<file path="src/rtl/dih_pkg.sv">
// shared types and constants of the dual indexed heap
package dih_pkg;

    localparam int HANDLE_BITS  = 10;
    localparam int HANDLES      = 1024;
    localparam int OUT_KEY_BITS = 32;
    localparam int COUNT_BITS   = 11;

    localparam logic [1:0] MODE_MIN    = 2'd0;
    localparam logic [1:0] MODE_MAX    = 2'd1;
    localparam logic [1:0] MODE_REMOVE = 2'd2;

    localparam logic [1:0] ST_DONE    = 2'd0;
    localparam logic [1:0] ST_FULL    = 2'd1;
    localparam logic [1:0] ST_ABSENT  = 2'd2;
    localparam logic [1:0] ST_PRESENT = 2'd3;

    typedef logic [3:0] op_t;

    localparam op_t OP_IDLE   = 4'd0;
    localparam op_t OP_CLEAR  = 4'd1;
    localparam op_t OP_ACCEPT = 4'd2;
    localparam op_t OP_LOC    = 4'd3;
    localparam op_t OP_LAST   = 4'd4;
    localparam op_t OP_UP_RD  = 4'd5;
    localparam op_t OP_UP_CMP = 4'd6;
    localparam op_t OP_DN_RDL = 4'd7;
    localparam op_t OP_DN_RDR = 4'd8;
    localparam op_t OP_DN_CMP = 4'd9;
    localparam op_t OP_FIN    = 4'd10;
    localparam op_t OP_DONE   = 4'd11;

    typedef struct packed {
        op_t op;
    } cmd_t;

    typedef struct packed {
        logic       clear_last;
        logic [1:0] mode;
        logic       present;
        logic       full;
        logic       slot_ok;
        logic       slot_last;
        logic       at_root;
        logic       up_move;
        logic       down_req;
        logic       left_in;
        logic       dn_move;
    } sts_t;

endpackage

</file>
<file path="src/rtl/dih_ctrl.sv">
// controller state machine of the dual indexed heap
module dih_ctrl import dih_pkg::*; (
    input  logic clk,
    input  logic rst_n,
    input  logic start,
    input  sts_t sts,
    output cmd_t cmd,
    output logic busy,
    output logic done
);

    localparam logic [3:0] S_CLEAR  = 4'd0;
    localparam logic [3:0] S_IDLE   = 4'd1;
    localparam logic [3:0] S_LOC    = 4'd2;
    localparam logic [3:0] S_LAST   = 4'd3;
    localparam logic [3:0] S_UP_RD  = 4'd4;
    localparam logic [3:0] S_UP_CMP = 4'd5;
    localparam logic [3:0] S_DN_RDL = 4'd6;
    localparam logic [3:0] S_DN_RDR = 4'd7;
    localparam logic [3:0] S_DN_CMP = 4'd8;
    localparam logic [3:0] S_FIN    = 4'd9;
    localparam logic [3:0] S_DONE   = 4'd10;

    logic [3:0] state_reg;
    logic [3:0] state_next;

    always_comb
    begin
        state_next = state_reg;
        cmd.op     = OP_IDLE;
        case (state_reg)
            S_CLEAR:
            begin
                cmd.op = OP_CLEAR;
                if (sts.clear_last)
                begin
                    state_next = S_IDLE;
                end
            end
            S_IDLE:
            begin
                if (start)
                begin
                    cmd.op     = OP_ACCEPT;
                    state_next = S_LOC;
                end
            end
            S_LOC:
            begin
                cmd.op     = OP_LOC;
                state_next = S_DONE;
                if (sts.mode == MODE_MIN || sts.mode == MODE_MAX)
                begin
                    if (!sts.present && !sts.full)
                    begin
                        state_next = S_UP_RD;
                    end
                end
                else if (sts.mode == MODE_REMOVE)
                begin
                    if (sts.present && sts.slot_ok && !sts.slot_last)
                    begin
                        state_next = S_LAST;
                    end
                end
            end
            S_LAST:
            begin
                cmd.op     = OP_LAST;
                state_next = S_UP_RD;
            end
            S_UP_RD:
            begin
                cmd.op = OP_UP_RD;
                if (!sts.at_root)
                begin
                    state_next = S_UP_CMP;
                end
                else
                begin
                    state_next = sts.down_req ? S_DN_RDL : S_FIN;
                end
            end
            S_UP_CMP:
            begin
                cmd.op = OP_UP_CMP;
                if (sts.up_move)
                begin
                    state_next = S_UP_RD;
                end
                else
                begin
                    state_next = sts.down_req ? S_DN_RDL : S_FIN;
                end
            end
            S_DN_RDL:
            begin
                cmd.op     = OP_DN_RDL;
                state_next = sts.left_in ? S_DN_RDR : S_FIN;
            end
            S_DN_RDR:
            begin
                cmd.op     = OP_DN_RDR;
                state_next = S_DN_CMP;
            end
            S_DN_CMP:
            begin
                cmd.op     = OP_DN_CMP;
                state_next = sts.dn_move ? S_DN_RDL : S_FIN;
            end
            S_FIN:
            begin
                cmd.op     = OP_FIN;
                state_next = S_DONE;
            end
            S_DONE:
            begin
                cmd.op     = OP_DONE;
                state_next = S_IDLE;
            end
            default:
            begin
                state_next = S_IDLE;
            end
        endcase
    end

    always_ff @(posedge clk or negedge rst_n)
    begin
        if (!rst_n)
        begin
            state_reg <= S_CLEAR;
        end
        else
        begin
            state_reg <= state_next;
        end
    end

    assign busy = (state_reg != S_IDLE);
    assign done = (state_reg == S_DONE);

endmodule

</file>
<file path="config.mk">
export PLATFORM = sky130hd
export DESIGN_NAME = dih_ctrl
export DESIGN_NICKNAME = d
export VERILOG_FILES = /design/src/rtl/dih_pkg.sv /design/src/rtl/dih_ctrl.sv
export SDC_FILE = /design/constraint.sdc
export NUM_CORES = 1
export LEC_CHECK = 0
export BUFFER_PORTS_ARGS = -buffer_cell sky130_fd_sc_hd__clkbuf_2
export CAP_MARGIN = 20
export CORE_AREA = 4 4 41 43
export CTS_CLUSTER_DIAMETER = 30
export DETAILED_ROUTE_END_ITERATION = 8
export DIE_AREA = 0 0 45 47
export GPL_TIMING_DRIVEN = 0
export SLEW_MARGIN = 10
export SYNTH_ARGS = -nofsm -noshare
export SYNTH_HDL_FRONTEND = slang
export SYNTH_SLANG_ARGS = --single-unit
export TNS_END_PERCENT = 5
</file>
<file path="constraint.sdc">
create_clock -name clk -period 2.85 [get_ports clk]
set_clock_uncertainty 0.15 [all_clocks]
set_input_delay 0.1425 -clock clk [delete_from_list [all_inputs] [get_ports clk]]
set_output_delay 0.1425 -clock clk [all_outputs]
set_load 0.01 [all_outputs]
</file>
==> qor.txt, run 1 <==
Status: completed
Worst-case reg-to-reg path depth: 5
RR Endpoint: state_reg[0]
Share of cells above drive strength 1: 36.9%
DRT iter0 DRCs: 11
Yosys warns: 0
Post-Route WL: 1220 µm
DRC Markers: 0
Met2 WL: 571 µm
R2R Setup Slk: 1360 ps
Type of the worst setup path: reg2out
Synth top area share: 21.4%
Worst-path clk slew: 40 ps
Synth top area cells: dfrtp_1, buf_6, a21oi_1
Seq/Total Area, Yosys: 21.4%
Synthesized instance count: 60
CTS tree: built
Final slew viol count: 0
Power, Total: 0.581 mW
Yosys cell types: 28
DR vias/cell: 5.32
Total CTS buffers: 3
Max Fanout on Critical Path: 10
Htree depth: 1
Setup TNS: 0 ps
Synth Cell Area: 468 µm²
Net Count, Synth: 75
Crit. End Element: output pin
Static Leakage: 0.299 nW
Hpwl dp: 997 µm
Nets: 101
Gr ovfl total: 0
Crit path arrival time: 1360 ps
Antenna viol nets, final: 0
Final worst-path cycle share: 57.9%
Diode count: 0
Port Buf Inserts: 20
Placed inst area: 587 µm²
Ports: 21
Least-Margin Pin Slew: 320 ps
Die height: 47 µm
Peak Freq: 0.606 GHz
Global-route wire length before repair: 2020 µm
Fillers: 138
CP endpoint: cmd[1]
Metal1 wirelength: 570 µm
Die W: 45 µm
Post-layout instance area: 619 µm²
Largest register FFs: 4
Top Layer Used: met3
Mean Syn Cell Area: 7.80 µm²
Area leader, netlist: dfrtp_1
Commonest non-fill, non-tap cell in the layout: clkbuf_2
Worst reg2reg startpoint: state_reg[2]
Routability cong.: 0.792
Number of global-route vias before repair: 494
Layout area overhead: 32.4%
WL met3: 77 µm
Seq cells post-synth: 4
Largest net degree at the start of global routing: 11
Final setup fails: 0
CP startpoint kind: flop
Placeable core area: 1300 µm²
Count of cells resized by post-cts repair: 0
Routed WL per cell: 12.3 µm
Clock Sinks: 4
Initial Util: 36.0%
Clk root buf: clkbuf_4
Most frequent cells in the layout: clkbuf_2, nor2_1, a21oi_1
Unrepaired setup endpoints after global routing: false
Rows: 13
CP startpoint: state_reg[2]
Final core occ: 47.6%
CTS max path bufs: 2
Drt pass-1 iters: 4
Max VDD drop: 0.490 mV
HP Class: in2reg
Worst EP required: 2560 ps
Final Hold Viols: 0
Antenna violations before repair: 0
Die area: 2120 µm²
Final Critical Period: 1650 ps
Clk_lat worst skew: 230 ps
Vias post-DR: 527
Max_cap viols: 0
Power per cell area: 938 nW/µm²
Tot GR Track Use: 13.0%
Relative slew slack: 78.5%
-- final cells by class --
| type | count | area (µm²) | area share [%] |
|---|---|---|---|
| plain buffers | 5 | 48.8 | 7.88 |
| repair buffers | 21 | 110 | 17.8 |
| flip-flops and latches | 4 | 100 | 16.2 |
| inverters | 2 | 7.51 | 1.21 |
| well taps | 15 | 18.8 | 3.03 |
| multi-input cells | 49 | 312 | 50.3 |
| clock buffers | 3 | 22.5 | 3.64 |
-- kinds of logic (layout without fill, tap and decap cells) --
family          count (synthesis)  in the layout  synth area share (%)
buf+inv                         7             31                  12.0
simple gates                   26             26                  29.9
mux                             2              2                  4.28
xor+xnor                        1              1                  1.87
compound gates                 20             20                  30.5
flops                           4              4                  21.4
-- worst min path at each step --
| stage | from | to | slack (ps) | cells after the start |
|---|---|---|---|---|
| floorplan | rst_n | state_reg[0] | -300 | 0 |
| detailed placement | rst_n | state_reg[1] | -200 | 1 |
| global placement | rst_n | state_reg[1] | -200 | 1 |
| CTS | sts[11] | state_reg[0] | 60 | 3 |
| global route | sts[11] | state_reg[0] | 70 | 3 |
| finish | sts[11] | state_reg[0] | 70 | 3 |
-- metrics by stage --
step / setup slack (ps) / hold slack [ps] / std cells
finish: 1200 / 69.0 / 99
global route: 1140 / 67.0 / 99
CTS: 1220 / 60.7 / 99
detailed placement: 1440 / -200 / 95
global placement: 1450 / -201 / 95
floorplan: 1580 / -303 / 60
-- worst max-delay path: stages, from the launching register on --
cell and delay (ps):
dfrtp_1 360, buf_6 130, buf_6 140, o31ai_1 260, a21oi_1 100, clkbuf_2 130
-- cell usage after synthesis --
library cell,n
a31oi_1,2
o221ai_1,2
mux2i_1,2
xor2_1,1
o21bai_1,2
and2b_1,3
a211oi_2,1
buf_4,2
a32oi_1,1
nand2_1,4
a21boi_0,1
o31ai_1,1
nand2b_1,2
inv_1,1
a2bb2oi_1,1
nand3_1,2
o211ai_1,1
dfrtp_1,4
a21oi_1,6
buf_6,3
a22oi_1,1
nor4_1,1
inv_2,1
nand4b_1,2
nor2_1,8
or3_4,1
nor3_1,3
o21a_1,1
-- routing by layer --
layer	GRT usage, %	vias up
met4	1.75	0
met5	0	-
li1	-	271
met2	20.1	14
met1	16.9	242
met3	6.13	0
-- power by group --
group          switching (mW)  internal, mW  total, mW
Combinational           0.228         0.186      0.413
Clock                  0.0210        0.0469     0.0680
Sequential             0.0183        0.0813     0.0996
Total                   0.267         0.314      0.581
-- repair_timing --
action | CTS | global route
hold buffers | 1 | 0
setup buffers | 0 | 0
endpoints found under the setup margin | 0 | 0
endpoints found under the hold margin | 4 | 0
Note: power is estimated with default switching activity, not from simulation.
==> inputs of run 2 (changes only) <==
==> constraint.sdc (replaced) <==
create_clock -name clk -period 1.5 [get_ports clk]
set_clock_uncertainty 0.15 [all_clocks]
set_input_delay 0.075 -clock clk [delete_from_list [all_inputs] [get_ports clk]]
set_output_delay 0.075 -clock clk [all_outputs]
set_load 0.01 [all_outputs]
==> qor.txt, run 2 (same netlist as run 1, synthesis figures left out) <==
Placeable core area: 1300 µm² (unchanged)
Rows: 13 (unchanged)
Unrepaired setup endpoints after global routing: true
Clk_lat worst skew: 230 ps (about the same)
Nets: 104 (+3.0%)
Worst stage delay on the critical path: 360 ps (about the same)
Max stage delay cell, worst path: dfrtp_1
Most frequent cells in the layout: clkbuf_2, nor2_1, a21oi_1
Largest delay share family, worst path: buffers and inverters
DRC Markers: 0 (unchanged)
Power, Total: 1.18 mW (+100%)
Final Hold Viols: 0 (unchanged)
Port Buf Inserts: 20 (unchanged)
RR Endpoint: state_reg[0]
DRT iter0 DRCs: 7 (-4)
Antenna viol nets, final: 0 (unchanged)
Final worst-path cycle share: 99.1%
Die W: 45 µm (unchanged)
Htree depth: 1 (unchanged)
DR vias/cell: 5.38 (+1.1%)
Worst EP required: 1270 ps (-1290 ps)
Final setup fails: 0 (unchanged)
Ports: 21 (unchanged)
CP startpoint kind: flop
Tot GR Track Use: 13.2% (+0.24 points)
Die height: 47 µm (unchanged)
Commonest non-fill, non-tap cell in the layout: clkbuf_2
Initial Util: 36.0% (unchanged)
Largest net degree at the start of global routing: 11 (unchanged)
Clk root buf: clkbuf_4
CTS max path bufs: 2 (unchanged)
Final slew viol count: 0 (unchanged)
Max VDD drop: 0.979 mV (+100%)
Setup TNS: 0 ps (unchanged)
Max_cap viols: 0 (unchanged)
Worst-case reg-to-reg path depth: 5 (unchanged)
Layout area overhead: 43.6%
WP buf/inv: 3 (unchanged)
Setup ws final: 13.2 ps (-1190 ps)
Routability cong.: 0.792 (unchanged)
Die area: 2120 µm² (unchanged)
Final Critical Period: 1490 ps
Total CTS buffers: 3 (unchanged)
Static Leakage: 0.325 nW (+8.6%)
Hpwl dp: 997 µm (unchanged)
Status: completed
Antenna violations before repair: 0 (unchanged)
Max Fanout on Critical Path: 10 (unchanged)
Gr ovfl total: 0 (unchanged)
Peak Freq: 0.673 GHz
Power per cell area: 1750 nW/µm² (+87%)
Number of global-route vias before repair: 501 (+1.4%)
Crit. End Element: output pin
Clock Sinks: 4 (unchanged)
Share of cells above drive strength 1: 42.5% (+5.6 points)
CTS tree: built
Vias post-DR: 549 (+4.2%)
Least-Margin Pin Slew: 188 ps (-132 ps)
Cell Chain, Critical Path: buf_6, buf_8, o31ai_2, a21oi_1, clkbuf_2
Worst-path clk slew: 40 ps (about the same)
Routed WL per cell: 12.1 µm (-1.7%)
Diode count: 0 (unchanged)
Relative slew slack: 87.1% (+8.6 points)
Post-Route WL: 1230 µm (+1.2%)
Crit path arrival time: 1260 ps (-100 ps)
Worst hold margin: 33.4 ps (-35.6 ps)
R2R Setup Slk: 100 ps (-1260 ps)
Place WS: 89.6 ps (-1350 ps)
HP Class: in2async
Worst reg2reg startpoint: state_reg[3]
Final core occ: 51.6% (+4.0 points)
Global-route wire length before repair: 2060 µm (+1.7%)
Type of the worst setup path: reg2out
Drt pass-1 iters: 4 (unchanged)
Largest register FFs: 4 (unchanged)
-- run 2: layout make-up --
class / instances / area (µm²)
Tap cell: 15 / 18.8
Sequential cell: 4 / 100
Multi-Input combinational cell: 49 / 335
Fill cell: 134 / 629
Buffer: 5 / 52.6
Inverter: 2 / 7.51
Clock buffer: 3 / 22.5
Timing Repair Buffer: 24 / 135
-- run 2: layer usage --
metal | vias up | part of all wire, % | track usage [%]
met4 | 0 | 0 | 1.75
met2 | 16 | 47 | 20.3
met1 | 256 | 46 | 17.4
met3 | 0 | 6.3 | 6.13
li1 | 277 | - | -
met5 | - | 0 | 0
-- run 2: repair_timing --
action	CTS	global route
endpoints found under the hold margin	5	0
pin swaps	2	0
setup endpoints to repair	1	6
gates resized for setup	2	6
setup buffers	2	0
gates cloned	0	0
hold buffers	2	0
-- run 2: worst max-delay path by stage --
stage / slack, ps / end / startpoint / cells after the start
floorplan: 230 / state_reg[0] / state_reg[2] / 5
global placement: 100 / state_reg[0] / state_reg[2] / 5
detailed placement: 90 / state_reg[0] / state_reg[2] / 5
CTS: 6 / cmd[1] / state_reg[2] / 5
global route: -80 / cmd[1] / state_reg[3] / 4
finish: 10 / cmd[1] / state_reg[2] / 5
-- run 2: worst reg2reg max path, delay by kind of cell, from the launching register on --
family / cells / cell delay, ps
DFF: 1 / 390
and+or+nand+nor: 2 / 320
AOI/OAI and AO/OA: 2 / 310
buffers and inverters: 1 / 150
-- run 2: per-stage QoR --
step / instances / instance area (µm²)
4_1_cts: 102 / 652
2_1_floorplan: 60 / 468
3_3_place_gp: 95 / 587
5_1_grt: 102 / 672
6_report: 102 / 672
3_5_place_dp: 95 / 587
-- run 2: power by group --
group	total (mW)	switching, mW	internal [mW]
Combinational	0.866	0.472	0.393
Clock	0.129	0.0400	0.0892
Sequential	0.183	0.0290	0.155
Total	1.18	0.541	0.637
==> inputs of run 3 (changes only) <==
--- a/config.mk
+++ b/config.mk
@@ -5,6 +5,7 @@
 export SDC_FILE = /design/constraint.sdc
 export NUM_CORES = 1
 export LEC_CHECK = 0
+export ABC_AREA = 1
 export BUFFER_PORTS_ARGS = -buffer_cell sky130_fd_sc_hd__clkbuf_2
 export CAP_MARGIN = 20
 export CORE_AREA = 4 4 41 43
@@ -12,6 +13,7 @@
 export DETAILED_ROUTE_END_ITERATION = 8
 export DIE_AREA = 0 0 45 47
 export GPL_TIMING_DRIVEN = 0
+export PLACE_DENSITY = 0.67
 export SLEW_MARGIN = 10
 export SYNTH_ARGS = -nofsm -noshare
 export SYNTH_HDL_FRONTEND = slang
==> qor.txt, run 3 <==
Status: finished with violations
Failing checks: hold timing, setup timing
Type of the worst setup path: reg2out
Initial Util: 38.1% (+2.1 points)
Post-synth EDFFs: 0 (unchanged)
Synth top area share: 20.2% (-1.2 points)
Seq pwr share: 21.2% (+5.6 points)
Crit path arrival time: 1330 ps (+70 ps)
DR vias/cell: 4.93 (-8.5%)
Crit. End Element: output pin
Net Count, Synth: 105 (+40%)
Seq/Total Area, Yosys: 20.2% (-1.2 points)
Layout area overhead: 42.9%
HP Class: in2reg
Post-synthesis mux area share: 0% (-4.3 points)
Clk_lat worst skew: 250 ps (+20 ps)
Placeable core area: 1300 µm² (unchanged)
Routability cong.: 0.824 (+4.0%)
Largest register FFs: 4 (unchanged)
Die W: 45 µm (unchanged)
Ports: 21 (unchanged)
Port Buf Inserts: 20 (unchanged)
Antenna viol nets, final: 0 (unchanged)
Place WS: 46.7 ps (-42.9 ps)
Top Layer Used: met4
Most frequent cells in the layout: nand2_1, clkbuf_2, nor2_1
Rows: 13 (unchanged)
Power per cell area: 1650 nW/µm² (-5.9%)
Synthesized instance count: 90 (+50%)
Final Hold Viols: 1 (+1)
Synth Cell Area: 495 µm² (+5.9%)
Sequential cell area: 104 µm² (+3.8%)
Combinational fraction of design power: 66.4% (-7.1 points)
Unrepaired setup endpoints after global routing: true
DRT iter0 DRCs: 15 (+8)
Internal power: 0.562 mW (-12%)
Simple-Gate Fraction of Synth Area: 52.3% (+22 points)
Worst-path clk slew: 50 ps (about the same)
Final slew viol count: 0 (unchanged)
Setup ws final: -57.6 ps (-70.8 ps)
Worst EP required: 1270 ps (about the same)
Met2 WL: 691 µm (+19%)
Metal1 wirelength: 612 µm (+7.0%)
Placed inst area: 614 µm² (+4.7%)
Hpwl dp: 1110 µm (+11%)
Largest net degree at the start of global routing: 10 (-1)
Relative slew slack: 84.3% (-2.8 points)
Seq cells post-synth: 4 (unchanged)
Global-route wire length before repair: 2460 µm (+19%)
Final worst-path cycle share: 104% (+4.7 points)
DRC Markers: 0 (unchanged)
Total CTS buffers: 3 (unchanged)
Xor and xnor area share after synthesis: 0% (-1.9 points)
Placed instance count: 125 (+32%)
Mean Syn Cell Area: 5.51 µm² (-29%)
Gr ovfl total: 0 (unchanged)
Peak Freq: 0.642 GHz (-4.5%)
Least-Margin Pin Slew: 235 ps (+47.5 ps)
Routed WL per cell: 10.6 µm (-12%)
Drt pass-1 iters: 4 (unchanged)
Commonest non-fill, non-tap cell in the layout: nand2_1
Clk root buf: clkbuf_4
Post-synthesis compound-gate area fraction: 15.4% (-15 points)
Synth Flop Type: dfrtp_1
Post-route insts no fill: 134 (+31%)
Cell Chain, Critical Path: nor2_4, inv_1, o21bai_1, clkbuf_2
Htree depth: 1 (unchanged)
Area leader, netlist: dfrtp_1
Die area: 2120 µm² (unchanged)
Final Critical Period: 1560 ps (+70.8 ps)
CTS max path bufs: 2 (unchanged)
Synth top area cells: dfrtp_1, nand2_1, nor2_1
Share of cells above drive strength 1: 37.8% (-4.7 points)
CTS tree: built
Number of global-route vias before repair: 604 (+21%)
Max stage delay cell, worst path: dfrtp_2
Vias post-DR: 660 (+20%)
Area of the multi-input gates: 353 µm² (+5.2%)
Synth cell count leaders: nand2_1, nor2_1, inv_1, nand3_1
Final setup fails: 2 (+2)
Yosys cell types: 19 (-32%)
CP startpoint kind: flop
Tot GR Track Use: 16.2% (+3.0 points)
Diode count: 0 (unchanged)
Static Leakage: 0.386 nW (+19%)
Clock power frac: 12.4% (+1.4 points)
Worst stage delay on the critical path: 450 ps (+90 ps)
Clock Sinks: 4 (unchanged)
Die height: 47 µm (unchanged)
WL met3: 100 µm (+28%)
Ys async rst share: 100% (unchanged)
Fillers: 140 (+4.5%)
Sw frac: 51.9% (+6.0 points)
Leading cell type by number of instances after synthesis: nand2_1
Max_cap viols: 0 (unchanged)
Yosys warns: 0 (unchanged)
Post-layout instance area: 708 µm² (+5.4%)
Largest family of logic cells by synthesized area: simple AND/OR/NAND/NOR gates
Post-Route WL: 1420 µm (+15%)
Nets: 136 (+31%)
Worst hold margin: -0.853 ps (-34.2 ps)
P_sw: 0.606 mW (+12%)
Antenna violations before repair: 0 (unchanged)
Max VDD drop: 0.770 mV (-21%)
Max Fanout on Critical Path: 9 (-1)
Post-Synth Adder-Cell Area: 0% (unchanged)
## run 3: cell count changes after synthesis, sizes merged, moves of 5 or more
cell | before | now
nand3 | 2 | 9
inv | 2 | 16
nand2 | 4 | 23
nor2 | 8 | 23
o21ai | 0 | 6
buf | 5 | 0
## run 3: path summary, 6_finish.rpt
path | depth (start not counted) | start | slack, ps | endpoint
min reg2reg | 3 | state_reg[3] | 580 | state_reg[1]
max | 4 | state_reg[3] | -60 | cmd[2]
max reg2reg | 8 | state_reg[1] | 90 | state_reg[2]
max in group asynchronous | 2 | rst_n | 1030 | state_reg[1]
min | 3 | sts[4] | -0.9 | state_reg[3]
min in group asynchronous | 2 | rst_n | 10 | state_reg[3]
## run 3: layout make-up
class | instances | area share [%]
inverters | 16 | 8.48
repair buffers | 26 | 21.2
clock buffers | 3 | 3.18
flip-flops and latches | 4 | 14.7
well taps | 15 | 2.65
multi-input cells | 70 | 49.8
## run 3: repair_timing
item,CTS,global route
cloned,0,0
hold endpoints to repair,5,0
buffers inserted,4,0
gates resized for setup,7,6
endpoints found under the setup margin,2,7
pin swaps,2,4
hold buffers,2,0
## run 3: metal layers
layer / track usage [%] / up-vias
li1: - / 345
met1: 18.8 / 288
met2: 27.4 / 24
met3: 4.21 / 3
met4: 8.77 / 0
met5: 0 / -
## run 3: metrics by stage
step                      setup TNS, ps  hold slack, ps  power [mW]  utilization [%]
after floorplan                       0            -371       0.699                -
after global routing               -392            12.9        1.29             54.4
after detailed placement              0            -267       0.900             47.2
after CTS                         -45.6            27.2        1.13             53.8
final                             -99.2          -0.853        1.17             54.4
after global placement                0            -269       0.887             47.2
## run 3: kinds of logic (layout without fill, tap and decap cells)
group           Yosys count  count (layout)
simple gates             57              57
buf+inv                  16              45
compound gates           13              13
flops                     4               4
## run 3: critical path, delay by kind of cell, from the launching register on
kind                   cells  cell delay [ps]
flip-flops                 1              450
AND/OR/NAND/NOR            1              250
buffers and inverters      2              250
AO/OA/AOI/OAI              1              130
## run 3: power groups by stage
stage | clock network [mW] | logic [mW] | registers [mW]
after global placement | 0 | 0.650 | 0.237
after detailed placement | 0 | 0.662 | 0.238
after global routing | 0.155 | 0.884 | 0.254
after CTS | 0.131 | 0.758 | 0.243
after floorplan | 0 | 0.476 | 0.223
final | 0.145 | 0.776 | 0.248
